--- config.mk ---
export PLATFORM = sky130hd
export DESIGN_NAME = round_robin_task_scheduler
export DESIGN_NICKNAME = d
export VERILOG_FILES = /design/src/rtl/rrts_pkg.sv /design/src/rtl/round_robin_task_scheduler.sv
export SDC_FILE = /design/constraint.sdc
export NUM_CORES = 1
export LEC_CHECK = 0
export BUFFER_PORTS_ARGS = -buffer_cell sky130_fd_sc_hd__buf_2
export CORE_UTILIZATION = 49
export DETAILED_ROUTE_END_ITERATION = 16
export MAX_ROUTING_LAYER = met4
export PLACE_DENSITY = 0.66
export RECOVER_POWER = 50
export REMOVE_ABC_BUFFERS = 1
export SLEW_MARGIN = 20
export SYNTH_ARGS = -nofsm -noshare
export SYNTH_HDL_FRONTEND = slang
export SYNTH_SLANG_ARGS = --single-unit
--- constraint.sdc ---
create_clock -name clk_i -period 4.8 [get_ports clk_i]
set_input_delay 0.48 -clock clk_i [delete_from_list [all_inputs] [get_ports clk_i]]
set_output_delay 0.48 -clock clk_i [all_outputs]
set_load 0.1 [all_outputs]
--- src/rtl/rrts_pkg.sv ---
`timescale 1ns / 1ps
`default_nettype none
// ----------------------------------------------------------------------------
// rrts_pkg
// Types, constants and helpers for the round-robin task scheduler.
// ----------------------------------------------------------------------------
package rrts_pkg;

  // ready queue geometry
  localparam int unsigned QueueDepth = 16;
  localparam int unsigned IdxW       = (QueueDepth > 1) ? $clog2(QueueDepth) : 1;
  localparam int unsigned CntW       = $clog2(QueueDepth + 1);

  // slice reload value after reset
  localparam logic [15:0] TimeSliceReset = 16'd100;

  // operation codes
  typedef enum logic [1:0] {
    OP_ADD      = 2'd0,
    OP_SCHEDULE = 2'd1,
    OP_TICK     = 2'd2,
    OP_SET      = 2'd3
  } op_e;

  // control sequencer
  typedef enum logic {
    ST_IDLE = 1'b0,
    ST_POP  = 1'b1
  } state_e;

  // input word
  typedef struct packed {
    logic [1:0] operation;
    logic [7:0] task_id;
  } item_t;

  // result word
  typedef struct packed {
    logic [7:0] current_task;
    logic       switched;
    logic       expired;
    logic [4:0] queue_count;
    logic       overflow;
  } result_t;

  // circular pointer advance
  function automatic logic [IdxW-1:0] next_idx(input logic [IdxW-1:0] idx);
    logic [IdxW-1:0] res;
    if (idx == IdxW'(QueueDepth - 1)) begin
      res = '0;
    end else begin
      res = idx + IdxW'(1);
    end
    return res;
  endfunction

endpackage
`default_nettype wire

--- src/rtl/round_robin_task_scheduler.sv ---
`timescale 1ns / 1ps
`default_nettype none
// ----------------------------------------------------------------------------
// round_robin_task_scheduler
// Run queue of ready task ids in a synchronous memory, running task id and a
// time-slice down counter.
// ----------------------------------------------------------------------------
// A word is taken when start is high and busy is low. Add, tick, set and a
// schedule on an empty queue give their result in the cycle after acceptance
// and the next word may follow at once. A schedule on a non-empty queue raises
// busy in the pop state while the head entry is read from the queue memory
// into a registered read word, and its result is registered as the pop state
// ends. Each result is shown on result_o for exactly one cycle with valid_o
// high; the receiver cannot stall it. The time slice register may be written
// at any edge the block is idle.
module round_robin_task_scheduler (
  input  wire logic              clk_i,
  input  wire logic              rst_ni,
  input  wire logic              start,
  output logic                   busy,
  input  wire rrts_pkg::item_t   item_i,
  output logic                   valid_o,
  output rrts_pkg::result_t      result_o,
  input  wire logic              cfg_we_i,
  input  wire logic [15:0]       cfg_wdata_i
);

  // queue memory
  logic [7:0] mem_q [rrts_pkg::QueueDepth];
  logic [7:0] rdata_q;
  logic                      mem_we;
  logic [rrts_pkg::IdxW-1:0] mem_waddr;
  logic [7:0]                mem_wdata;
  logic                      mem_re;

  // control and architectural state
  rrts_pkg::state_e          state_q, state_d;
  logic [rrts_pkg::IdxW-1:0] head_q, head_d;
  logic [rrts_pkg::IdxW-1:0] tail_q, tail_d;
  logic [rrts_pkg::CntW-1:0] count_q, count_d;
  logic [7:0]                running_q, running_d;
  logic [15:0]               slice_q, slice_d;
  logic [15:0]               tslice_q;
  logic                      valid_q, valid_d;
  rrts_pkg::result_t         result_q, result_d;

  logic accept;
  logic switched;
  logic overflow;

  assign accept = start && (state_q == rrts_pkg::ST_IDLE);

  // next state and result
  always_comb begin
    state_d   = state_q;
    head_d    = head_q;
    tail_d    = tail_q;
    count_d   = count_q;
    running_d = running_q;
    slice_d   = slice_q;
    valid_d   = 1'b0;
    switched  = 1'b0;
    overflow  = 1'b0;
    mem_we    = 1'b0;
    mem_waddr = tail_q;
    mem_wdata = item_i.task_id;
    mem_re    = 1'b0;
    unique case (state_q)
      rrts_pkg::ST_IDLE: begin
        if (accept) begin
          unique case (rrts_pkg::op_e'(item_i.operation))
            rrts_pkg::OP_ADD: begin
              valid_d = 1'b1;
              if (count_q >= rrts_pkg::CntW'(rrts_pkg::QueueDepth)) begin
                overflow = 1'b1;
              end else begin
                mem_we  = 1'b1;
                tail_d  = rrts_pkg::next_idx(tail_q);
                count_d = count_q + rrts_pkg::CntW'(1);
              end
            end
            rrts_pkg::OP_SCHEDULE: begin
              if (count_q != '0) begin
                mem_re  = 1'b1;
                state_d = rrts_pkg::ST_POP;
              end else begin
                valid_d = 1'b1;
              end
            end
            rrts_pkg::OP_TICK: begin
              valid_d = 1'b1;
              if (slice_q != '0) begin
                slice_d = slice_q - 16'd1;
              end
            end
            rrts_pkg::OP_SET: begin
              valid_d   = 1'b1;
              running_d = item_i.task_id;
            end
            default: ;
          endcase
        end
      end
      rrts_pkg::ST_POP: begin
        // head word is back: rotate running task to the tail
        mem_we    = 1'b1;
        mem_wdata = running_q;
        head_d    = rrts_pkg::next_idx(head_q);
        tail_d    = rrts_pkg::next_idx(tail_q);
        running_d = rdata_q;
        slice_d   = tslice_q;
        switched  = 1'b1;
        valid_d   = 1'b1;
        state_d   = rrts_pkg::ST_IDLE;
      end
      default: state_d = rrts_pkg::ST_IDLE;
    endcase
    result_d.current_task = running_d;
    result_d.switched     = switched;
    result_d.expired      = (slice_d == '0);
    result_d.queue_count  = 5'(count_d);
    result_d.overflow     = overflow;
  end

  // memory write and registered read
  always_ff @(posedge clk_i) begin
    if (mem_we) begin
      mem_q[mem_waddr] <= mem_wdata;
    end
    if (mem_re) begin
      rdata_q <= mem_q[head_q];
    end
  end

  // control state
  always_ff @(posedge clk_i or negedge rst_ni) begin
    if (!rst_ni) begin
      state_q   <= rrts_pkg::ST_IDLE;
      head_q    <= '0;
      tail_q    <= '0;
      count_q   <= '0;
      running_q <= '0;
      slice_q   <= '0;
      tslice_q  <= rrts_pkg::TimeSliceReset;
      valid_q   <= 1'b0;
    end else begin
      state_q   <= state_d;
      head_q    <= head_d;
      tail_q    <= tail_d;
      count_q   <= count_d;
      running_q <= running_d;
      slice_q   <= slice_d;
      valid_q   <= valid_d;
      if (cfg_we_i) begin
        tslice_q <= cfg_wdata_i;
      end
    end
  end

  // result word register
  always_ff @(posedge clk_i) begin
    result_q <= result_d;
  end

  assign busy     = (state_q == rrts_pkg::ST_POP);
  assign valid_o  = valid_q;
  assign result_o = result_q;

endmodule
`default_nettype wire

== Yosys cells after proc, flatten, opt, wreduce, memory -nomap -nowiden ==
Memory sizes are Yosys's and may differ from the RTL's. A register that Yosys moved wholly into a read port is not among the register bits.
Cells that the tools add are included.

* Add/sub/neg operators: 4
* Order comparisons: 1
* Eq/ne operators: 8
* Mux-type cells: 35
* Bitwise gates (word level): 3
* Reduce and logical (&&, ||, !) cells: 8

{| class="wikitable"
|+ Operators by type and width
! cell !! count
|-
| $mux W16 || 3
|-
| $pmux W16 S2 || 1
|-
| $mux W8 || 3
|-
| $mux W4 || 5
|-
| $mux W5 || 4
|-
| $logic_not A16 Y1 || 1
|-
| $pmux W8 S2 || 1
|-
| $reduce_bool A16 Y1 || 1
|-
| $sub A16 B1 Y16 const B || 1
|-
| $mux W1 || 13
|-
| $add A4 B1 Y4 const B || 2
|-
| $eq A4 B4 Y1 const B || 2
|-
| $pmux W1 S2 || 4
|-
| $pmux W4 S2 || 1
|-
| $reduce_or A3 Y1 || 2
|-
| $add A5 B1 Y5 const B || 1
|-
| $ge A5 B5 Y1 const B || 1
|-
| $reduce_bool A5 Y1 || 1
|-
| $eq A2 B2 Y1 const B || 2
|-
| $ne A2 B2 Y1 const B || 2
|-
| $not A1 Y1 || 3
|-
| $reduce_and A3 Y1 || 1
|-
| $eq A2 B1 Y1 const B || 1
|-
| $logic_not A2 Y1 || 1
|-
| 2 further kinds || 2
|}

* Bits in registers: 71
* Memory bits (writable): 128
* Input port bits: 30
* Word-level logic and storage cells: 73
* Memories kept: 1

{| class="wikitable"
|+ Memories
! memory !! depth !! width !! rd ports !! clocked after Yosys merged registers in !! write ports !! RTL line !! RTL
|-
| mem_q || 16 || 8 || 1 || 1 || 1 || round_robin_task_scheduler.sv:29 || <nowiki>logic [7:0] mem_q [rrts_pkg::QueueDepth];</nowiki>
|}

== Depth between registers and ports, before layout ==
* Word-level depth: 7
* Depth in mapped cells: 10
* Gate-level depth less buffers: 9

== Worst setup path before layout ==
No wires, ideal clock.

* Path kind: register -> register
* From: register state_q (netlist: busy)
* To: memory mem_q[11][0] (enable)
* Library setup time: 0.385 ns
* Arrival: 2.292 ns
* Required time: 4.415 ns
* Path slack: 2.122 ns
* Cell stages (with the launch flop): 5
* Period minus slack after synthesis: 2.678 ns
* Cell sequence: dfrtp_1 > or2_2 > clkbuf_1 > nand2_1 > nor3b_1

* Cells in the longest elaborated chain, start to end: 6

{| class="wikitable"
|+ RTL lines
! what !! RTL line !! RTL
|-
| from (decl) || round_robin_task_scheduler.sv:37 || <nowiki>rrts_pkg::state_e state_q, state_d;</nowiki>
|-
| from (signal assigned) || round_robin_task_scheduler.sv:138 || <nowiki>state_q <= rrts_pkg::ST_IDLE;</nowiki>
|-
| from (signal assigned) || round_robin_task_scheduler.sv:147 || <nowiki>state_q <= state_d;</nowiki>
|-
| $not A1 Y1 || n/a ||
|-
| $logic_and A1 B1 Y1 || round_robin_task_scheduler.sv:51 || <nowiki>assign accept = start && (state_q == rrts_pkg::ST_IDLE);</nowiki>
|-
| $mux W1 || round_robin_task_scheduler.sv:70 || <nowiki>if (accept) begin</nowiki>
|-
| $pmux W1 S2 (*) || round_robin_task_scheduler.sv:68 || <nowiki>unique case (state_q)</nowiki>
|-
| $mux W1 (*) || round_robin_task_scheduler.sv:127 || <nowiki>if (mem_we) begin</nowiki>
|-
| $mux W1 (implied by the code) (*) || round_robin_task_scheduler.sv:128 || <nowiki>mem_q[mem_waddr] <= mem_wdata;</nowiki>
|-
| to (decl) || round_robin_task_scheduler.sv:29 ||
|}

Mark *: on every way between the ends. The rest lies on a longest branch, timed or not.

==> results.toml <==
[layout]
final_nets = 582
final_layout_size_suffix_gt1_share_pct = 25.9
register_area_um2 = 5790
area_growth_pct = 13.9
num_antenna_cells = 0
postLayoutCellArea_um2 = 9530
final_core_util_pct = 57.3
fillerInstances = 1312
multi_input_comb_area_um2 = 2460
fin_cells = 777

[floorplan]
start_util_pct = 50.3
io_pins = 48
die_height_um = 133
die_x_um = 133
die-area_um2 = 17600
core_um2 = 16600
rows = 47

[place]
place_hpwl_um = 10300
dp_cells = 739
portBuffers = 47
place.gp.congestion = 0.838
place_area_um2 = 8830

[worst_setup_path]
critPathSlowestCell = "dfrtp_1"
cp_top_family = "flip-flops"
cpPeakStageDelay_ns = 1.40
cp.arrival_ns = 3.36
critical_path.cell_chain = "buf_4, mux4_2, mux4_2"
critPathMaxFanout = 27
crit_buf_inv = 1
crit_required_ns = 5.02
r2r-start = "head_q[0]"
startpoint = "head_q[0]"
end_kind = "register"
worst-setup-path-type = "register to register"
cp-start-kind = "register"
cpMostUsedCell = "mux4_2"

[status]
outcome = "complete, but fails checks"
violations = "max-capacitance violations, max-slew violations"

[global_route]
grt_pass1_wl_um = 25200
grt_max_degree = 69
grt-ovfl-total = 0
grt_use_total_pct = 19.2
antenna_found_initial = 0
grt_pass1_vias = 4511

[synthesis]
synth_edf_count = 136
netlist_area_um2 = 8370
netlist.area_leader.share_pct = 48.8
ys_top_cells_by_count = "edfxtp_1 (136), dfrtp_1 (52), mux4_2 (40), nand2_1 (30), mux2_2 (27)"
synth.avg_cell_area_um2 = 17.0
ys_seq_area_share_pct = 69.1
synth_area_leader_cell = "edfxtp_1"
ys_warn_count = 0
ys_ff_latch = 207
yosysUniqueCellTypes = 53
yosysMostFrequentCell = "edfxtp_1"
synth_cells = 492
synth_area_leaders = "edfxtp_1 (49%), dfrtp_1 (16%), mux4_2 (11%)"
ys_async_sr_fraction_pct = 26.6
ys.flop_type = "edfxtp_1"

[power_and_ir_drop]
switching_share_pct = 32.8
leakagePower_nw = 3.39
switchingPower_mw = 1.89
seq_power_share_pct = 44.8
power.internal_mw = 3.86
p_comb_share_pct = 25.6
p_total_mw = 5.75
p_per_area_nw_per_um2 = 603
ir_worst_vdd_mv = 0.408
p_clk_share_pct = 29.5

[clock_network]
worstSkewPairLatency_ns = 0.50
ctsHoldBuffers = 0
cts_resized = 0
cts.sinks = 207
post_cts_buffers = 0
clk_path_buf_depth = 3
cts_tree = "done"
htreeDepth = 1
clk_pin_slew_ns = 0.06
cts_buffers = 22
root_buffer = "clkbuf_16"

[sta]
rsz0062_at_grt = "false"
min_period_ns = 3.14
timing.setup.tns_ns = 0
slew-limit-headroom_pct = -100
setup_viol = 0
hold_viol = 0
tightestPinTransition_ns = 3.00
fin_skew_ns = 0.0126
drv_slew = 84
layout_worst_path_cycle_share_pct = 65.4
max_freq_mhz = 319

[routing]
wl_um = 15700
wl_per_cell_um = 20.2
ant_nets = 0
drt_iter0_drc = 285
drt_pass1_iterations = 4
vias = 4326
drc_errors = 0
vias_per_cell = 5.57

[min_path]
hold_path.class = "input pin to register"
hold_start = "cfg_wdata_i[0]"

[job]
maxCapViolCount = 2
==> power by group through the flow <==
stage,registers (mW),clock network [mW],logic [mW]
after global placement,2.61,0,1.47
after floorplan,2.91,0,0.809
final,2.58,1.70,1.47
after global routing,2.64,1.80,1.58
after CTS,2.58,1.73,1.50
after detailed placement,2.62,0,1.50
==> path summary, 6_finish.rpt <==
check	end	slack (ns)	cells past startpoint
setup / recovery	rdata_q[2]	1.66	3
setup reg to reg	rdata_q[2]	1.66	3
hold reg to reg	result_o[13]	0.50	2
hold / removal	tslice_q[0]	0.22	2
max in group asynchronous	head_q[1]	1.82	2
min in group asynchronous	count_q[2]	1.06	2
==> layer usage <==
layer  routed length [um]  global-route usage [%]  share of wire, %  vias up
met5                    0                       -                 0        -
met4                  325                    5.30               2.1        0
met3                  693                    3.56               4.4       25
met2                 7620                    30.5                49       94
met1                 7040                    25.6                45     2207
li1                     -                       -                 -     2000
==> through the flow <==
stage	worst slack (ns)	hold WS, ns
after floorplan	0.670	0.184
after global placement	1.92	0.468
after detailed placement	1.96	0.486
after CTS	1.94	0.144
after global routing	1.03	0.213
final	1.66	0.215
==> final cells by class <==
cell class                      count  area share, %
Sequential cell                   207           60.7
Multi-Input combinational cell    251           25.8
Clock buffer                       23           6.04
Tap cell                          220           2.89
Timing Repair Buffer               53           2.67
Clock inverter                     15           1.58
Inverter                            8          0.315
==> cell usage in the layout, fill, tap and decap left out, types with 16 or more instances in the layout <==
| cell | n |
|---|---|
| clkbuf_1 | 19 |
| mux4_2 | 40 |
| mux2_2 | 20 |
| buf_2 | 29 |
| nand2_1 | 30 |
| o21ai_0 | 21 |
| dfrtp_1 | 50 |
| clkbuf_16 | 23 |
| dfxtp_1 | 16 |
| edfxtp_1 | 136 |
==> state kept, by name, summed over array words and instances, names as in the netlist, 5 cells and up <==
| signal | flops |
|---|---|
| mem_q | 128 |
| slice_q | 16 |
| rdata_q | 8 |
| tslice_q | 16 |
| running_q | 8 |
| result_o | 16 |
| count_q | 5 |
==> kinds of logic (layout without fill, tap and decap cells) <==
logic type	after synthesis	in the layout	share of synthesized area, %
AO/OA/AOI/OAI	38	38	2.72
buffers and inverters	34	99	1.66
multiplexers	77	77	15.6
adder cells (fa/ha/maj)	9	9	1.35
XOR/XNOR	13	13	1.45
AND/OR/NAND/NOR	114	114	8.12
flip-flops	207	207	69.1
(Power assumes the default switching activity.)
